## src/hdl/kcpd_pkg.sv

```systemverilog
// ---------------------------------------------------------------------------
// Key combo classifier package
// Shared types, register indexes, action codes and reset values.
// ---------------------------------------------------------------------------
`default_nettype none

package kcpd_pkg;

   localparam int MASK_BITS_DEFAULT = 16;
   localparam int KEY_W             = 16;
   localparam int TICK_W            = 16;
   localparam int CSR_ADDR_W        = 3;
   localparam int NUM_ACTIONS       = 3;

   typedef enum logic [CSR_ADDR_W-1:0] {
      REG_MODE_COMBO = 3'd0,
      REG_SELL_COMBO = 3'd1,
      REG_TEST_COMBO = 3'd2,
      REG_MODE_SHORT = 3'd3,
      REG_MODE_LONG  = 3'd4,
      REG_SELL_HOLD  = 3'd5,
      REG_TEST_HOLD  = 3'd6
   } csr_index_type;

   typedef enum logic [1:0] {
      ACT_MODE = 2'd0,
      ACT_SELL = 2'd1,
      ACT_TEST = 2'd2
   } action_type;

   typedef enum logic {
      FUNC_TICK  = 1'b0,
      FUNC_PAUSE = 1'b1
   } func_type;

   localparam logic PERIOD_SHORT = 1'b0;
   localparam logic PERIOD_LONG  = 1'b1;

   localparam logic [KEY_W-1:0]  MODE_COMBO_RESET = 16'd1;
   localparam logic [KEY_W-1:0]  SELL_COMBO_RESET = 16'd2;
   localparam logic [KEY_W-1:0]  TEST_COMBO_RESET = 16'd3;
   localparam logic [TICK_W-1:0] MODE_SHORT_RESET = 16'd50;
   localparam logic [TICK_W-1:0] MODE_LONG_RESET  = 16'd400;
   localparam logic [TICK_W-1:0] SELL_HOLD_RESET  = 16'd50;
   localparam logic [TICK_W-1:0] TEST_HOLD_RESET  = 16'd200;

   typedef struct packed {
      func_type          func;
      logic [KEY_W-1:0]  key_mask;
      logic [TICK_W-1:0] pause_ticks;
   } item_type;

   typedef struct packed {
      logic [TICK_W-1:0] mode_short;
      logic [TICK_W-1:0] mode_long;
      logic [TICK_W-1:0] sell_hold;
      logic [TICK_W-1:0] test_hold;
   } thresh_type;

   typedef struct packed {
      logic       detected;
      action_type action_id;
      logic       period_index;
   } result_type;

endpackage

`default_nettype wire

```

## src/hdl/kcpd_csr.sv

```systemverilog
// ---------------------------------------------------------------------------
// Key combo classifier register file
// Holds the three combo masks and the four hold thresholds.
// ---------------------------------------------------------------------------
`default_nettype none

module kcpd_csr #(
   parameter int MASK_BITS = kcpd_pkg::MASK_BITS_DEFAULT
) (
   input  wire logic                            clock,
   input  wire logic                            reset,
   input  wire logic                            csr_valid,
   output logic                                 csr_ready,
   input  wire logic [kcpd_pkg::CSR_ADDR_W-1:0] csr_addr,
   input  wire logic [kcpd_pkg::TICK_W-1:0]     csr_wdata,
   output logic [kcpd_pkg::NUM_ACTIONS-1:0][MASK_BITS-1:0] combo_mask,
   output kcpd_pkg::thresh_type                 thresh
);

   logic [kcpd_pkg::NUM_ACTIONS-1:0][MASK_BITS-1:0] combo_ff;
   kcpd_pkg::thresh_type                            thresh_ff;
   logic                                            wr_en;

   assign csr_ready = 1'b1;
   assign wr_en     = csr_valid;

   always_ff @(posedge clock) begin
      if (reset) begin
         combo_ff[kcpd_pkg::ACT_MODE] <= kcpd_pkg::MODE_COMBO_RESET[MASK_BITS-1:0];
         combo_ff[kcpd_pkg::ACT_SELL] <= kcpd_pkg::SELL_COMBO_RESET[MASK_BITS-1:0];
         combo_ff[kcpd_pkg::ACT_TEST] <= kcpd_pkg::TEST_COMBO_RESET[MASK_BITS-1:0];
         thresh_ff.mode_short <= kcpd_pkg::MODE_SHORT_RESET;
         thresh_ff.mode_long  <= kcpd_pkg::MODE_LONG_RESET;
         thresh_ff.sell_hold  <= kcpd_pkg::SELL_HOLD_RESET;
         thresh_ff.test_hold  <= kcpd_pkg::TEST_HOLD_RESET;
      end else if (wr_en) begin
         // Writes to an index past the last register are dropped.
         case (kcpd_pkg::csr_index_type'(csr_addr))
            kcpd_pkg::REG_MODE_COMBO: combo_ff[kcpd_pkg::ACT_MODE] <= csr_wdata[MASK_BITS-1:0];
            kcpd_pkg::REG_SELL_COMBO: combo_ff[kcpd_pkg::ACT_SELL] <= csr_wdata[MASK_BITS-1:0];
            kcpd_pkg::REG_TEST_COMBO: combo_ff[kcpd_pkg::ACT_TEST] <= csr_wdata[MASK_BITS-1:0];
            kcpd_pkg::REG_MODE_SHORT: thresh_ff.mode_short <= csr_wdata;
            kcpd_pkg::REG_MODE_LONG:  thresh_ff.mode_long  <= csr_wdata;
            kcpd_pkg::REG_SELL_HOLD:  thresh_ff.sell_hold  <= csr_wdata;
            kcpd_pkg::REG_TEST_HOLD:  thresh_ff.test_hold  <= csr_wdata;
            default: ;
         endcase
      end
   end

   assign combo_mask = combo_ff;
   assign thresh     = thresh_ff;

endmodule

`default_nettype wire

```

## src/hdl/kcpd_core.sv

```systemverilog
// ---------------------------------------------------------------------------
// Key combo classifier core
// Holds the hold count, selected action and dead time, and classifies one
// item per step.
// ---------------------------------------------------------------------------
`default_nettype none

module kcpd_core #(
   parameter int MASK_BITS = kcpd_pkg::MASK_BITS_DEFAULT
) (
   input  wire logic                                        clock,
   input  wire logic                                        reset,
   input  wire logic                                        step,
   input  wire kcpd_pkg::item_type                          item,
   input  wire logic [kcpd_pkg::NUM_ACTIONS-1:0][MASK_BITS-1:0] combo_mask,
   input  wire kcpd_pkg::thresh_type                        thresh,
   output kcpd_pkg::result_type                             result
);

   logic [kcpd_pkg::TICK_W-1:0] hold_count_ff, hold_count_in;
   kcpd_pkg::action_type        current_action_ff, current_action_in;
   logic [kcpd_pkg::TICK_W-1:0] dead_time_left_ff, dead_time_left_in;

   logic [kcpd_pkg::NUM_ACTIONS-1:0] match;
   logic                             any_match;
   logic                             multi_match;
   kcpd_pkg::action_type             last_match;
   logic [kcpd_pkg::TICK_W-1:0]      count_inc;
   logic [kcpd_pkg::TICK_W-1:0]      last_thresh;
   logic [kcpd_pkg::TICK_W-1:0]      first_thresh;
   logic                             above_first;
   logic                             above_long;

   always_comb begin
      for (int a = 0; a < kcpd_pkg::NUM_ACTIONS; a++) begin
         match[a] = (item.key_mask[MASK_BITS-1:0] == combo_mask[a]);
      end
   end

   assign any_match   = |match;
   assign multi_match = (match[0] & match[1]) | (match[0] & match[2]) | (match[1] & match[2]);

   // The combos are tried in order, so the last matching one wins.
   always_comb begin
      if (match[kcpd_pkg::ACT_TEST]) begin
         last_match = kcpd_pkg::ACT_TEST;
      end else if (match[kcpd_pkg::ACT_SELL]) begin
         last_match = kcpd_pkg::ACT_SELL;
      end else begin
         last_match = kcpd_pkg::ACT_MODE;
      end
   end

   // With several matches the selection changes at least once and the count
   // restarts; with one match it restarts only on a change of action.
   assign count_inc = (!multi_match && current_action_ff == last_match) ?
                      hold_count_ff + 16'd1 : 16'd1;

   always_comb begin
      case (last_match)
         kcpd_pkg::ACT_MODE: last_thresh = thresh.mode_long;
         kcpd_pkg::ACT_SELL: last_thresh = thresh.sell_hold;
         default:            last_thresh = thresh.test_hold;
      endcase
   end

   always_comb begin
      case (current_action_ff)
         kcpd_pkg::ACT_MODE: first_thresh = thresh.mode_short;
         kcpd_pkg::ACT_SELL: first_thresh = thresh.sell_hold;
         default:            first_thresh = thresh.test_hold;
      endcase
   end

   assign above_first = first_thresh < hold_count_ff;
   assign above_long  = (current_action_ff == kcpd_pkg::ACT_MODE) &&
                        (thresh.mode_long < hold_count_ff);

   always_comb begin
      hold_count_in      = hold_count_ff;
      current_action_in  = current_action_ff;
      dead_time_left_in  = dead_time_left_ff;
      result.detected     = 1'b0;
      result.action_id    = kcpd_pkg::ACT_MODE;
      result.period_index = kcpd_pkg::PERIOD_SHORT;
      if (item.func == kcpd_pkg::FUNC_PAUSE) begin
         hold_count_in     = '0;
         dead_time_left_in = item.pause_ticks;
      end else if (dead_time_left_ff != '0) begin
         dead_time_left_in = dead_time_left_ff - 16'd1;
      end else if (any_match) begin
         current_action_in = last_match;
         hold_count_in     = count_inc;
         if (count_inc >= last_thresh) begin
            result.detected     = 1'b1;
            result.action_id    = last_match;
            result.period_index = (last_match == kcpd_pkg::ACT_MODE) ?
                                  kcpd_pkg::PERIOD_LONG : kcpd_pkg::PERIOD_SHORT;
            hold_count_in       = '0;
         end
      end else if (hold_count_ff != '0) begin
         // Release: report the highest threshold the hold went past.
         if (above_first) begin
            result.detected     = 1'b1;
            result.action_id    = current_action_ff;
            result.period_index = above_long ? kcpd_pkg::PERIOD_LONG : kcpd_pkg::PERIOD_SHORT;
         end
         hold_count_in = '0;
      end
   end

   always_ff @(posedge clock) begin
      if (reset) begin
         hold_count_ff     <= '0;
         current_action_ff <= kcpd_pkg::ACT_MODE;
         dead_time_left_ff <= '0;
      end else if (step) begin
         hold_count_ff     <= hold_count_in;
         current_action_ff <= current_action_in;
         dead_time_left_ff <= dead_time_left_in;
      end
   end

`ifndef SYNTHESIS
   a_hit_clears_count: assert property (@(posedge clock) disable iff (reset)
      step && result.detected |=> hold_count_ff == '0)
      else $error("hold count not cleared after a detection");

   a_pause_loads: assert property (@(posedge clock) disable iff (reset)
      step && item.func == kcpd_pkg::FUNC_PAUSE |=>
         dead_time_left_ff == $past(item.pause_ticks) && hold_count_ff == '0)
      else $error("pause item did not load dead time");

   a_dead_time_holds: assert property (@(posedge clock) disable iff (reset)
      step && item.func == kcpd_pkg::FUNC_TICK && dead_time_left_ff != '0 |=>
         hold_count_ff == $past(hold_count_ff) &&
         current_action_ff == $past(current_action_ff))
      else $error("tick during dead time changed the hold state");
`endif

endmodule

`default_nettype wire

```

## src/hdl/key_combo_press_duration_classifier.sv

```systemverilog
// ---------------------------------------------------------------------------
// Key combo press duration classifier
// Recognizes short and long holds of configured key combos, one tick item
// at a time, with a dead time started by pause items.
// ---------------------------------------------------------------------------
//  channel  direction  tdata (low bit up)           tuser
//  req      in         key_mask[15:0], pause[31:16]  func
//  rsp      out        action_id[1:0], period[2]     detected
//  csr      in         csr_addr = index, csr_wdata   -
//
// Every item gives exactly one result item. An item is held in the input
// register and is classified on its way into the result register. One
// item is taken per cycle while the result register is not stalled; the
// hold state update between the two registers sets that rate. While the
// result register is stalled, one more item is taken into the input
// register. Reset is synchronous and restores the register reset values.
// ---------------------------------------------------------------------------
`default_nettype none

module key_combo_press_duration_classifier #(
   parameter int MASK_BITS = kcpd_pkg::MASK_BITS_DEFAULT
) (
   input  wire logic                            clock,
   input  wire logic                            reset,
   input  wire logic                            req_tvalid,
   output logic                                 req_tready,
   input  wire logic [31:0]                     req_tdata,  // key_mask, pause_ticks
   input  wire logic                            req_tuser,  // func
   output logic                                 rsp_tvalid,
   input  wire logic                            rsp_tready,
   output logic [7:0]                           rsp_tdata,  // action_id, period_index, zeros
   output logic                                 rsp_tuser,  // detected
   input  wire logic                            csr_valid,
   output logic                                 csr_ready,
   input  wire logic [kcpd_pkg::CSR_ADDR_W-1:0] csr_addr,
   input  wire logic [kcpd_pkg::TICK_W-1:0]     csr_wdata
);

   logic [kcpd_pkg::NUM_ACTIONS-1:0][MASK_BITS-1:0] combo_mask;
   kcpd_pkg::thresh_type                            thresh;

   logic                 in_valid_ff, in_valid_in;
   kcpd_pkg::item_type   in_item_ff;
   logic                 rsp_valid_ff, rsp_valid_in;
   kcpd_pkg::result_type rsp_ff;
   kcpd_pkg::result_type result;
   logic                 out_free;
   logic                 step;
   logic                 req_take;

   kcpd_csr #(.MASK_BITS(MASK_BITS)) u_csr (
      .clock      (clock),
      .reset      (reset),
      .csr_valid  (csr_valid),
      .csr_ready  (csr_ready),
      .csr_addr   (csr_addr),
      .csr_wdata  (csr_wdata),
      .combo_mask (combo_mask),
      .thresh     (thresh)
   );

   kcpd_core #(.MASK_BITS(MASK_BITS)) u_core (
      .clock      (clock),
      .reset      (reset),
      .step       (step),
      .item       (in_item_ff),
      .combo_mask (combo_mask),
      .thresh     (thresh),
      .result     (result)
   );

   assign out_free   = !rsp_valid_ff || rsp_tready;
   assign step       = in_valid_ff && out_free;
   assign req_tready = !in_valid_ff || out_free;
   assign req_take   = req_tvalid && req_tready;

   assign in_valid_in  = req_take ? 1'b1 : (step ? 1'b0 : in_valid_ff);
   assign rsp_valid_in = step ? 1'b1 : (rsp_tready ? 1'b0 : rsp_valid_ff);

   always_ff @(posedge clock) begin
      if (reset) begin
         in_valid_ff  <= 1'b0;
         rsp_valid_ff <= 1'b0;
      end else begin
         in_valid_ff  <= in_valid_in;
         rsp_valid_ff <= rsp_valid_in;
      end
   end

   always_ff @(posedge clock) begin
      if (req_take) begin
         in_item_ff.func        <= kcpd_pkg::func_type'(req_tuser);
         in_item_ff.key_mask    <= req_tdata[15:0];
         in_item_ff.pause_ticks <= req_tdata[31:16];
      end
      if (step) begin
         rsp_ff <= result;
      end
   end

   assign rsp_tvalid = rsp_valid_ff;
   assign rsp_tuser  = rsp_ff.detected;
   assign rsp_tdata  = {5'd0, rsp_ff.period_index, rsp_ff.action_id};

`ifndef SYNTHESIS
   a_ready_only_stalls_when_full: assert property (@(posedge clock) disable iff (reset)
      !req_tready |-> in_valid_ff && rsp_valid_ff && !rsp_tready)
      else $error("input refused while the pipeline had room");
`endif

endmodule

`default_nettype wire

```

## config.mk

```make
export PLATFORM = sky130hd
export DESIGN_NAME = key_combo_press_duration_classifier
export DESIGN_NICKNAME = d
export VERILOG_FILES = /design/src/hdl/kcpd_pkg.sv /design/src/hdl/kcpd_csr.sv /design/src/hdl/kcpd_core.sv /design/src/hdl/key_combo_press_duration_classifier.sv
export SDC_FILE = /design/constraint.sdc
export NUM_CORES = 1
export LEC_CHECK = 0
export ABC_AREA = 1
export BUFFER_PORTS_ARGS = -buffer_cell sky130_fd_sc_hd__buf_2
export CAP_MARGIN = 0
export CORE_ASPECT_RATIO = 0.6
export CORE_UTILIZATION = 60
export CTS_CLUSTER_SIZE = 40
export DETAILED_ROUTE_END_ITERATION = 10
export GPL_ROUTABILITY_DRIVEN = 1
export HOLD_SLACK_MARGIN = 0.15
export PLACE_DENSITY = 0.81
export SYNTH_ARGS = -nofsm -noshare
export SYNTH_HDL_FRONTEND = slang
export SYNTH_SLANG_ARGS = --single-unit
```

## constraint.sdc

```tcl
create_clock -name clock -period 5.4 [get_ports clock]
set_clock_uncertainty 0.1 [all_clocks]
set_input_delay 1.08 -clock clock [delete_from_list [all_inputs] [get_ports clock]]
set_output_delay 1.08 -clock clock [all_outputs]
set_load 0.005 [all_outputs]
```

==> results.txt, run 1 <==
- The first global-routing pass estimated roughly 44 mm of wire.
- Final Instance Area: about 11,000 µm²
- Crit Reg-Reg Startpoint: in_item_ff[19]
* Setup slack of the worst register-to-register path: 1.38 ns
- TritonCTS built the clock tree.
- Pwr per Cell Area: roughly 280 nW/µm²
- The floorplan step defined a die boundary enclosing about 18,000 µm².
* Bufs on Longest Clock Path: 2
- In this run the mean area of a mapped cell was ~7 µm².
- #FFs+latches synth: about 190
* Fraction of layout instances using a drive strength above 1: 0.0988
- Fraction of registers with async set or reset after synthesis: 0
- Dividing the final minimum period by the clock period gives 0.745.
- The min-delay analysis places its worst path in the category flop to flop.
- The critical path is of the flop to flop type.
- The critical path starts at in_item_ff[19].
- At the pin with the least slew margin, the transition time is 1.13 ns.
- 69 I/O pins were placed.
* Final ANT Viol Nets: 0
- Timing would allow up to about 250 MHz.
- Number of antenna repair diodes: 0
* Static power due to leakage: roughly 4.9 nW
- The first routing iteration left between 1k and 1.5k violations.
- The worst setup path is launched from a flop.
* Post-detailed-route DRC marker count: 0
* Non-Filler Instances: 1,695
* Total number of nets in the final design: 1,560
- Setup ws final: between 1 and 1.5 ns
* Initial Util: 0.621
- Cts bufs inserted: 17
* Number of levels in the clock H-tree: 4
- Number of synthesized flops with an enable pin: 37
- Root Buffer Master: sky130_fd_sc_hd__clkbuf_16
- The final hold violation count came to 0.
* Largest net degree at the start of global routing: between 80 and 90
* RR Endpoint: u_core.hold_count_ff[3]
- Type of element capturing the critical path: flop
* Primary FF master, synth: sky130_fd_sc_hd__dfxtp_1
- Setup Viol. Count Final: 0
* Clock Latency Late Sink: about 0.46 ns
- The total overflow left after global routing is 0.
- Worst vdd rail ir drop: ~0.26 mV
- Number of buffers inserted by hold repair at cts: 0
- CP most frequent cell: sky130_fd_sc_hd__nand2_1
* Data required time of the worst path: between 5 and 6 ns
- The number of cells on the worst reg-to-reg path is 25.
- Synthesis-to-finish area growth: 9.40%
- The number of setup buffers added after CTS is 0.
- Initial antenna violation count: 0
* Place WS: about 1.5 ns
- Netlist area before placement: approximately 10,000 µm²
* Std-Cell Core Area: ~16,000 µm²
* Via count of the first global-routing pass: between 8k and 9k
* Horizontal die dimension: approximately 170 µm
* Total of warnings raised by yosys: 0
* Filler cells: approximately 1.4k
- Wires add up to around 28 mm.
* Post-route worst hold slack: about 0.37 ns
- Instance count on the critical path: 25
* Slowest cell on crit path: sky130_fd_sc_hd__edfxtp_1
* Max-slew headroom at the worst pin: 0.246
* DR pass1 iterations: 9
- Dividing the detail-routed wire length by the instance count gives between 15 and 20 µm.
* Post-cts resize count: 0
* RSZ-0062 raised after global routing: false
- Overall power after layout: roughly 3.1 mW
- Clock Sinks: 185
- Vert. Die Dim: roughly 100 µm
- The number of buffers and inverters on the critical path is 2.
- All-Layer GR Usage: 0.329
- Final core utilization: 0.679
* Capturing element of the worst setup path: u_core.hold_count_ff[3]
* Vias: between 9k and 10k
- Data arrives at the worst endpoint at around 4.3 ns.
- After detailed placement, the design holds a cell count of ~1.7k.
* Number of placement rows: 36
- Of the synthesized area, sequential elements account for 0.400.
* Clk pin slew, worst setup/hold paths: about 0.080 ns
* Via-to-Cell Ratio: between 5 and 6
* Max_cap viols: 0
* Post-synthesis cell type count: 48
* Cell count after synthesis: 1,419
- In this design, the stage delay of the slowest critical-path cell is about 0.45 ns.
- Number of I/O port buffers: 62
- Top delay family on crit path: simple AND/OR/NAND/NOR gates
* Instance area after placement: roughly 11,000 µm²
* Final setup TNS: 0 ns
- Final-report max-slew violation count: 0
* Post-route minimum period: around 4.0 ns
- Result of the run: complete, no violations
- Once detailed placement completed, the half-perimeter wirelength came to slightly below 20 mm.
- Critical path fanouts, max: 17
- GP Congestion: 0.968
==> synthesized netlist by cell type (all sizes together), types with 5 or more instances <==
cell type / number / share of area
o221ai: 8 / 0.0069
xor2: 15 / 0.013
nand3: 36 / 0.022
o22ai: 5 / 0.0031
o211ai: 6 / 0.0044
a21oi: 130 / 0.065
buf: 19 / 0.014
nor3: 11 / 0.0054
a221oi: 18 / 0.015
inv: 165 / 0.061
nand2: 355 / 0.14
ha: 49 / 0.060
xnor2: 10 / 0.0086
nand4: 13 / 0.0086
nor2: 206 / 0.086
clkbuf: 39 / 0.014
dfxtp: 148 / 0.29
o21ai: 128 / 0.063
edfxtp: 37 / 0.11
==> layout make-up <==
cell class,count,area (µm²),area share
clock buffers,18,429,0.0385
clock inverters,14,148,0.0133
inverters,168,633,0.0568
multi-input cells,1012,5200,0.467
flip-flops and latches,185,4070,0.366
well taps,228,285,0.0256
repair buffers,70,370,0.0333
==> tightest hold or removal path: cells and delay by family, from the launching register on <==
| kind | cells | cell delay, ns |
|---|---|---|
| AOI/OAI and AO/OA | 1 | 0.05 |
| buffers and inverters | 1 | 0.06 |
| DFF | 1 | 0.31 |
==> routing by layer <==
metal,GRT usage,wire length (µm),share of wire,vias to the layer above
met5,0,0,0,-
met4,0.108,625,0.023,0
met3,0.0852,3020,0.11,68
met2,0.503,11400,0.41,499
met1,0.454,12600,0.46,4369
li1,-,-,-,4686
==> how the worst min path moves through the flow <==
stage                               from              endpoint  slack (ns)  cells past startpoint
floorplan               u_csr.thresh[49]      u_csr.thresh[49]        0.34                      2
global placement     u_csr.combo_mask[9]   u_csr.combo_mask[9]        0.35                      2
detailed placement   u_csr.combo_mask[2]   u_csr.combo_mask[2]        0.36                      2
CTS                  u_csr.combo_mask[2]   u_csr.combo_mask[2]        0.37                      2
global route        u_csr.combo_mask[25]  u_csr.combo_mask[25]        0.40                      2
finish               u_csr.combo_mask[2]   u_csr.combo_mask[2]        0.37                      2
==> state kept, by name, indices dropped and copies added (netlist names) <==
name,flops
u_core.dead_time_left_ff,16
rsp_tuser,1
rsp_tvalid,1
in_item_ff,33
u_core.current_action_ff,2
rsp_tdata,3
u_core.hold_count_ff,16
u_csr.combo_mask,48
u_csr.thresh,64
in_valid_ff,1
==> report_power, final <==
part / total, mW / switching, mW / internal (mW)
Sequential: 1.51 / 0.0465 / 1.47
Clock: 1.25 / 0.633 / 0.622
Combinational: 0.347 / 0.227 / 0.120
==> kinds of logic after synthesis <==
| logic type | Yosys count | synth area share |
|---|---|---|
| fa+ha+maj | 49 | 0.0602 |
| xor+xnor | 25 | 0.0215 |
| buf+inv | 226 | 0.0907 |
| flops | 185 | 0.400 |
| compound gates | 307 | 0.166 |
| other cells | 2 | 0.000738 |
| simple gates | 625 | 0.260 |
==> cells in the final DEF, fill, tap and decap left out, types with 12 or more instances in the layout <==
master                      count
sky130_fd_sc_hd__edfxtp_1      37
sky130_fd_sc_hd__o21ai_0      128
sky130_fd_sc_hd__ha_1          49
sky130_fd_sc_hd__nand2_1      348
sky130_fd_sc_hd__inv_2         13
sky130_fd_sc_hd__a221oi_1      18
sky130_fd_sc_hd__xor2_1        15
sky130_fd_sc_hd__nand4_1       12
sky130_fd_sc_hd__inv_1        151
sky130_fd_sc_hd__clkbuf_16     17
sky130_fd_sc_hd__nor2_1       191
sky130_fd_sc_hd__buf_2         62
sky130_fd_sc_hd__nand3_1       32
sky130_fd_sc_hd__a21oi_1      128
sky130_fd_sc_hd__dfxtp_1      148
Power figures use the tool's default switching activity.
==> run 2: changes to the inputs <==
==> constraint.sdc (replaced) <==
create_clock -name clock -period 3.96 [get_ports clock]
set_clock_uncertainty 0.1 [all_clocks]
set_input_delay 0.792 -clock clock [delete_from_list [all_inputs] [get_ports clock]]
set_output_delay 0.792 -clock clock [all_outputs]
set_load 0.005 [all_outputs]
==> run 2 against run 1 <==
Compared with the run above: clock power increased by 35%; sequential cell count did not move; critical path depth shrank 3; register-to-register slack lost 1.2 ns; largest cell class unchanged.
==> results.txt, run 2 (synthesis results as in run 1) <==
* Net switching fraction of the power: 0.283 (was 0.291)
- The area of the core region is 16,400 µm² (unchanged).
- Post-detailed-route DRC marker count: 0 (unchanged)
* Capturing element of the worst setup path: u_core.hold_count_ff[4] (was u_core.hold_count_ff[3])
- Fraction of power consumed by combinational cells: 0.113 (was 0.112)
- Place WS: 0.0577 ns (was 1.52 ns)
* Horizontal die dimension: 170 µm (unchanged)
- Top delay family on crit path: simple AND/OR/NAND/NOR gates (unchanged)
- Overall power after layout: 4.23 mW (was 3.11 mW)
- Critical Path AT: 4.00 ns (was 4.30 ns)
- Share of the clock period used by the worst path after layout: 0.943 (was 0.745)
- The placer's final routability congestion estimate was 0.912 (was 0.968).
- Worst vdd rail ir drop: 0.370 mV (was 0.262 mV)
- The CTS tree is done (unchanged).
* Pwr per Cell Area: 373 nW/µm² (was 280 nW/µm²)
- The launch point of the critical path was in_item_ff[22] (was in_item_ff[19]).
- The actual slew at the worst max-slew pin came to 0.944 ns (was 1.13 ns).
- The leakage power of the design was 4.98 nW (was 4.90 nW).
- The setup slack of the most critical reg-to-reg path was 0.23 ns (was 1.38 ns).
- The cell with the most instances on the worst path was sky130_fd_sc_hd__nand2_1 (unchanged).
- The hold-fix buffer count after cts is 0 (unchanged).
- Synthesis-to-finish area growth: 11.3% (was 9.40%)
- DR pass1 iterations: 5 (was 9)
- The biggest fanout along the worst timing path was 11 (was 17).
- The fraction of layout cells with a size suffix above 1 is 0.113 (was 0.0988).
* Initial Util: 0.621 (unchanged)
- Final setup TNS: 0 ns (unchanged)
* Register-to-Register Path Depth: 22 (was 25)
- The core utilization of the finished layout came to 0.691 (was 0.679).
- Result of the run: complete, no violations (unchanged).
- Startpoint Class: flop (unchanged)
- The area of placed instances is 10,600 µm² (about the same).
- The initial antenna violation count came to 0 (unchanged).
- The routed length per instance came to 16.1 µm (was 16.3 µm).
- Most frequent cells in the layout: 347 x sky130_fd_sc_hd__nand2_1, 190 x sky130_fd_sc_hd__nor2_1, 150 x sky130_fd_sc_hd__inv_1 (was 348 x sky130_fd_sc_hd__nand2_1, 191 x sky130_fd_sc_hd__nor2_1, 151 x sky130_fd_sc_hd__inv_1)
* Cell internal power dissipation: 3.03 mW (was 2.21 mW)
* Root Buffer Master: sky130_fd_sc_hd__clkbuf_16 (unchanged)
* Number of antenna repair diodes: 0 (unchanged)
- Number of levels in the clock H-tree: 4 (unchanged)
- The maximum root-to-sink buffer count is 2 (unchanged).
- The clock share of power is 0.400 (was 0.403).
- Non-Filler Instances: 1,710 (was 1,695)
* Crit Reg-Reg Startpoint: in_item_ff[22] (was in_item_ff[19])
- The chip height is 103 µm (unchanged).
* Slowest cell on crit path: sky130_fd_sc_hd__edfxtp_1 (unchanged)
* Ports placed on the boundary: 69 (unchanged)
* Path class of the lowest-slack min-delay path: flop to flop (unchanged)
- Iteration-0 DRC count of the detailed router: 1,045 (was 1,089)
- The worst max-slew margin expressed relative to the limit came to 0.370 (was 0.246).
- The post-CTS clock slew at the launch and capture registers of the worst setup and hold paths came to 0.07 ns (was 0.08 ns).
* Final ANT Viol Nets: 0 (unchanged)
* Reported net switching power: 1.20 mW (was 907 µW)
- Total wirelength of the detailed-routed design: 27.5 mm (was 27.7 mm)
- The via count of the routed design is 9,614 (was 9,622).
- The final layout net count was 1,575 (was 1,560).
- Type of element capturing the critical path: flop (unchanged)
- The total overflow reported by the global router was 0 (unchanged).
- The number of sinks driven by the clock tree was 185 (unchanged).
* Worst Path Buf+Inv: 2 (unchanged)
- Count of final hold-check violations: 0 (unchanged)
- Portion of total power attributed to sequential cells: 0.488 (was 0.486)
* Post-route worst hold slack: 0.369 ns (was 0.370 ns)
- The wire length of the first global-routing pass is 44.2 mm (was 43.7 mm).
* All-Layer GR Usage: 0.328 (was 0.329)
* Final Instance Area: 11,300 µm² (was 11,100 µm²)
- Cts bufs inserted: 17 (unchanged)
- The critical path goes through inv_1, nand2_1, nand2_1, nor2_1, nand2_1, nor2_1, nand2_2, nand2_8, nand3_2, nand3_4, buf_12, nor2_4, ha_1, a21oi_1, o21ai_0, a21oi_1, nand2_1, nor2_2, nand3_4, nor2_4, nand2_1, a21oi_1.
* Largest register FFs: 64 (unchanged)
- Via count of the first global-routing pass: 8,614 (was 8,793)
- The placement row count was 36 (unchanged).
- RR Endpoint: u_core.hold_count_ff[4] (was u_core.hold_count_ff[3])
- Max_cap viols: 0 (unchanged)
- The max-slew violation total from the final report came to 0 (unchanged).
* Instance count on the critical path: 22 (was 25)
* Via-to-Cell Ratio: 5.62 (was 5.68)
- Setup ws final: 0.225 ns (was 1.38 ns)
- The final setup violation count is 0 (unchanged).
* Post-route minimum period: 3.73 ns (was 4.02 ns)
- Largest stage delay on the critical path: 0.42 ns (was 0.45 ns)
* Kind of critical path: flop to flop (unchanged)
- Largest net degree at the start of global routing: 107 (was 82)
- The number of placed instances with taps included came to 1,663 (unchanged).
* Number of I/O port buffers: 62 (unchanged)
- DP Wirelength: 19.7 mm (was 19.5 mm)
* Maximum frequency from static timing analysis: 268 MHz (was 249 MHz)
- Die Footprint: 17,500 µm² (unchanged)
- The beginning of the worst hold path was u_core.dead_time_left_ff[14] (was u_csr.combo_mask[2]).
* Clock Latency Late Sink: 0.45 ns (was 0.46 ns)
* Most common library cell in the layout ignoring fill and taps: sky130_fd_sc_hd__nand2_1 (unchanged)
- Data required time of the worst path: 4.23 ns (was 5.68 ns)
==> run 2: cell count changes in the layout (fill, tap and decap cells not counted), sizes merged <==
cell	before	now
clkinv	5	6
clkinvlp	0	2
nor2	206	207
buf	70	84
inv	177	174
==> run 2: layout make-up <==
class,instances,area (µm²)
clock buffers,18,450
clock inverters,14,123
fillers,1356,5070
inverters,168,637
multi-input cells,1013,5250
flip-flops and latches,185,4070
well taps,228,285
repair buffers,84,513
==> run 2: routing by layer <==
layer / vias up / global-route usage / wire (µm) / part of all wire
met3: 38 / 0.0672 / 2970 / 0.11
li1: 4720 / - / - / -
met1: 4372 / 0.473 / 12700 / 0.46
met2: 484 / 0.494 / 11500 / 0.42
met4: 0 / 0.107 / 392 / 0.014
met5: - / 0 / 0 / 0
==> run 2: how the worst min path moves through the flow <==
stage,endpoint,slack [ns],cells past startpoint
2_1_floorplan,u_csr.thresh[49],0.34,2
3_3_place_gp,u_csr.combo_mask[25],0.35,2
3_5_place_dp,u_core.dead_time_left_ff[14],0.36,2
4_1_cts,u_core.dead_time_left_ff[14],0.37,2
5_1_grt,u_csr.combo_mask[24],0.39,2
6_report,u_core.dead_time_left_ff[14],0.37,2
==> run 2: power groups by stage <==
stage,Sequential (mW),Clock [mW],Combinational (mW)
after floorplan,2.08,0,0.337
after global placement,2.10,0,0.443
after detailed placement,2.10,0,0.457
after CTS,2.06,1.70,0.462
after global routing,2.07,1.78,0.543
final,2.06,1.69,0.476
==> run 2: worst register-to-register path, stage by stage, from the launching register on <==
cell	delay [ns]
sky130_fd_sc_hd__edfxtp_1	0.42
sky130_fd_sc_hd__inv_1	0.11
sky130_fd_sc_hd__nand2_1	0.07
sky130_fd_sc_hd__nand2_1	0.06
sky130_fd_sc_hd__nor2_1	0.15
sky130_fd_sc_hd__nand2_1	0.10
sky130_fd_sc_hd__nor2_1	0.19
sky130_fd_sc_hd__nand2_2	0.17
sky130_fd_sc_hd__nand2_8	0.17
sky130_fd_sc_hd__nand3_2	0.12
sky130_fd_sc_hd__nand3_4	0.18
sky130_fd_sc_hd__buf_12	0.18
sky130_fd_sc_hd__nor2_4	0.05
sky130_fd_sc_hd__ha_1	0.30
sky130_fd_sc_hd__a21oi_1	0.17
sky130_fd_sc_hd__o21ai_0	0.11
sky130_fd_sc_hd__a21oi_1	0.12
sky130_fd_sc_hd__nand2_1	0.07
sky130_fd_sc_hd__nor2_2	0.18
sky130_fd_sc_hd__nand3_4	0.15
sky130_fd_sc_hd__nor2_4	0.27
sky130_fd_sc_hd__nand2_1	0.09
sky130_fd_sc_hd__a21oi_1	0.12
==> run 2: repair_timing <==
action	in CTS	in global routing
setup buffers	0	14
gates resized for setup	0	8
endpoints found under the setup margin	0	20
==> run 3: changes to the inputs <==
--- a/config.mk
+++ b/config.mk
@@ -10,6 +10,7 @@
 export CAP_MARGIN = 0
 export CORE_ASPECT_RATIO = 0.6
 export CORE_UTILIZATION = 60
+export CTS_BUF_LIST = sky130_fd_sc_hd__clkbuf_8
 export CTS_CLUSTER_SIZE = 40
 export DETAILED_ROUTE_END_ITERATION = 10
 export GPL_ROUTABILITY_DRIVEN = 1
==> run 3 against run 2 <==
Compared with the run above: sequential cell count is the same; largest cell class unchanged; routed wire length down 1.3%; fmax down 0.21%; first-iteration DRC count down 0.19%; final cell count fell by 0.47%; critical endpoint is now u_core.hold_count_ff[15]; highest routed layer unchanged; die area unchanged; worst hold slack got worse by 0.0080 ns; design area is 2.2% lower.
==> results.txt, run 3 (synthesis results as in run 1) <==
* Result of the run: complete, no violations (unchanged)
* Data required time of the worst path: 4.30 ns (was 4.23 ns)
- The initial core utilization is 0.621 (unchanged).
- The most crowded layer after global routing was met2 (unchanged).
* GP Congestion: 0.912 (unchanged)
- The met1 demand-to-capacity share in global routing came to 0.472 (was 0.473).
- The terminus of the critical flop-to-flop path is u_core.hold_count_ff[15] (was u_core.hold_count_ff[4]).
- The number of placed instances with taps included came to 1,663 (unchanged).
- Measured slew at the worst slew-check pin: 0.932 ns (was 0.944 ns)
* Bufs on Longest Clock Path: 2 (unchanged)
- The die area came to 17,500 µm² (unchanged).
* Ports placed on the boundary: 69 (unchanged)
- Clk pwr share: 0.337 (was 0.400)
- Cts bufs inserted: 17 (unchanged)
* Number of I/O port buffers: 62 (unchanged)
* Largest stage delay on the critical path: 0.46 ns (was 0.42 ns)
* Static power due to leakage: 4.85 nW (was 4.98 nW)
* Vias: 9,493 (was 9,614)
- Non-Filler Instances: 1,702 (was 1,710)
- The worst hold-check path type is input port to flop (was flop to flop).
- Total wirelength of the detailed-routed design: 27.2 mm (was 27.5 mm)
* Post-detailed-route DRC marker count: 0 (unchanged)
- The total of fill cells in the finished design came to 1,395 (was 1,356).
- The sequential cell fraction of total power is 0.539 (was 0.488).
- The cell with the most instances on the worst path is sky130_fd_sc_hd__nand2_1 (unchanged).
- All-Layer GR Usage: 0.327 (was 0.328)
- Reg area: 4070 µm² (unchanged)
* Vert. Die Dim: 103 µm (unchanged)
- Critical Path AT: 4.08 ns (was 4.00 ns)
- Wire length per cell after detailed routing: 16.0 µm (was 16.1 µm)
* Kind of critical path: flop to flop (unchanged)
- Pwr per Cell Area: 345 nW/µm² (was 373 nW/µm²)
* Reported net switching power: 1.14 mW (was 1.20 mW)
- The maximum clock rate was 267 MHz (was 268 MHz).
- The antenna diode count was 0 (unchanged).
* Post-route minimum period: 3.74 ns (was 3.73 ns)
* Final ANT Viol Nets: 0 (unchanged)
- The biggest fanout along the worst timing path came to 10 (was 11).
- The critical-path cell with the highest stage delay was sky130_fd_sc_hd__edfxtp_1 (unchanged).
- Clock tree from TritonCTS: done (unchanged)
- The setup slack of the most critical reg-to-reg path was 0.22 ns (was 0.23 ns).
- Max-slew headroom at the worst pin: 0.378 (was 0.370)
- Met2 Use GR: 0.485 (was 0.494)
* Total number of nets in the final design: 1,567 (was 1,575)
* Number of levels in the clock H-tree: 4 (unchanged)
* DP Wirelength: 19.7 mm (unchanged)
- The highest ir drop seen on vdd came to 0.304 mV (was 0.370 mV).
- Type of element capturing the critical path: flop (unchanged)
- The leading cell type in the layout, fill and taps excluded is sky130_fd_sc_hd__nand2_1 (unchanged).
- The max-slew violation total from the final report is 0 (unchanged).
* Max_cap viols: 0 (unchanged)
* Multi-input combinational cell area: 5250 µm² (about the same)
- Clk pin slew, worst setup/hold paths: 0.11 ns (was 0.07 ns)
- Post-route worst hold slack: 0.361 ns (was 0.369 ns)
- The met3 capacity usage during global routing was 0.0749 (was 0.0672).
* Wire length of the first global-routing pass: 43.8 mm (was 44.2 mm)
- Synthesis-to-finish area growth: 8.89% (was 11.3%)
- Most frequent cells in the layout: 347 x sky130_fd_sc_hd__nand2_1, 189 x sky130_fd_sc_hd__nor2_1, 150 x sky130_fd_sc_hd__inv_1 (was 347 x sky130_fd_sc_hd__nand2_1, 190 x sky130_fd_sc_hd__nor2_1, 150 x sky130_fd_sc_hd__inv_1).
* Crit Reg-Reg Startpoint: in_item_ff[21] (was in_item_ff[22])
* Initial antenna violation count: 1 (was 0)
- The number of flip-flops in the largest register is 64 (unchanged).
- DR pass1 iterations: 6 (was 5)
- Fraction of layout instances using a drive strength above 1: 0.109 (was 0.113)
- Fraction of power consumed by combinational cells: 0.124 (was 0.113)
* Total congestion overflow: 0 (unchanged)
- The path depth of the worst reg2reg path came to 23 (was 22).
- Cell internal power dissipation: 2.69 mW (was 3.03 mW)
* HP Start: req_tdata[8] (was u_core.dead_time_left_ff[14])
* Net switching fraction of the power: 0.298 (was 0.283)
* Largest net degree at the start of global routing: 107 (unchanged)
- Via-to-Cell Ratio: 5.58 (was 5.62)
- Number of placement rows: 36 (unchanged)
- Count of final hold-check violations: 0 (unchanged)
- Cells on Worst Hold Path: 1 (was 2)
* Clock Sinks: 185 (unchanged)
- Iteration-0 DRC count of the detailed router: 1,043 (was 1,045)
* Share of the clock period used by the worst path after layout: 0.945 (was 0.943)
* Setup Viol. Count Final: 0 (unchanged)
* Via count of the first global-routing pass: 8,566 (was 8,614)
- Startpoint Class: flop (unchanged)
* Root Buffer Master: sky130_fd_sc_hd__clkbuf_8 (was sky130_fd_sc_hd__clkbuf_16)
- The worst-skew pair later-pin latency came to 0.50 ns (was 0.45 ns).
- The terminating pin of the worst hold path is in_item_ff[24] (was u_core.dead_time_left_ff[14]).
* Std-Cell Core Area: 16,400 µm² (unchanged)
- The width of the die came to 170 µm (unchanged).
* CP Cell Sequence: buf_4, nand2_1, nand2_1, nand2_1, nor2_1, nand2_1, nor2_4, nand3_1, nand2_1, nand3_4, buf_12, nor2_4, ha_1, a21o_1, a21oi_1, nand2_1, nand2_1, nand2_1, nor2_2, nand3_4, nor2_4, nand2_1, a21oi_2 (was inv_1, nand2_1, nand2_1, nor2_1, nand2_1, nor2_1, nand2_2, nand2_8, nand3_2, nand3_4, buf_12, nor2_4, ha_1, a21oi_1, o21ai_0, a21oi_1, nand2_1, nor2_2, nand3_4, nor2_4, nand2_1, a21oi_1)
## run 3: per-stage QoR
stage | instance area (µm²) | setup TNS [ns] | util | total power [mW] | setup WS, ns
finish | 11100 | 0 | 0.676 | 3.83 | 0.218
global route | 11100 | -0.0367 | 0.676 | 3.99 | -0.0120
CTS | 11000 | 0 | 0.668 | 3.82 | 0.0209
detailed placement | 10600 | 0 | 0.645 | 2.56 | 0.0577
global placement | 10600 | 0 | 0.645 | 2.54 | 0.140
floorplan | 10200 | 0 | - | 2.42 | 0.733
## run 3: worst max-delay path by stage
stage / start / end / slack (ns) / cells after the start
4_1_cts: in_item_ff[29] / u_core.hold_count_ff[3] / 0.02 / 24
3_5_place_dp: in_item_ff[29] / u_core.hold_count_ff[13] / 0.06 / 24
6_report: in_item_ff[21] / u_core.hold_count_ff[15] / 0.22 / 23
2_1_floorplan: in_item_ff[31] / u_core.hold_count_ff[15] / 0.73 / 26
3_3_place_gp: in_item_ff[19] / u_core.hold_count_ff[5] / 0.14 / 22
5_1_grt: in_item_ff[21] / u_core.hold_count_ff[13] / -0.01 / 24
## run 3: power by group through the flow
stage          combinational (mW)  clock, mW  sequential [mW]
2_1_floorplan               0.337          0             2.08
3_3_place_gp                0.443          0             2.10
3_5_place_dp                0.457          0             2.10
4_1_cts                     0.462       1.30             2.06
5_1_grt                     0.540       1.38             2.07
6_report                    0.474       1.29             2.06
## run 3: metal layers
metal	wire (µm)	vias up
li1	-	4699
met1	12600	4291
met2	11200	462
met3	2940	41
met4	430	0
met5	0	-
## run 3: what timing repair did
item                                    in CTS  in global routing
setup buffers                                0                  6
hold buffers                                 0                  0
resized for setup                            0                  9
endpoints found under the setup margin       0                 20
## run 3: layout make-up
class | instances | area share
multi-input cells | 1013 | 0.474
flip-flops and latches | 185 | 0.367
inverters | 168 | 0.0574
repair buffers | 76 | 0.0409
well taps | 228 | 0.0257
clock buffers | 17 | 0.0211
clock inverters | 15 | 0.0138
## run 3: critical path: cells and delay by family, from the launching register on
kind | cells | cell delay, ns
compound gates | 3 | 0.38
fa+ha+maj | 1 | 0.25
buf+inv | 2 | 0.36
flops | 1 | 0.46
simple gates | 17 | 2.14
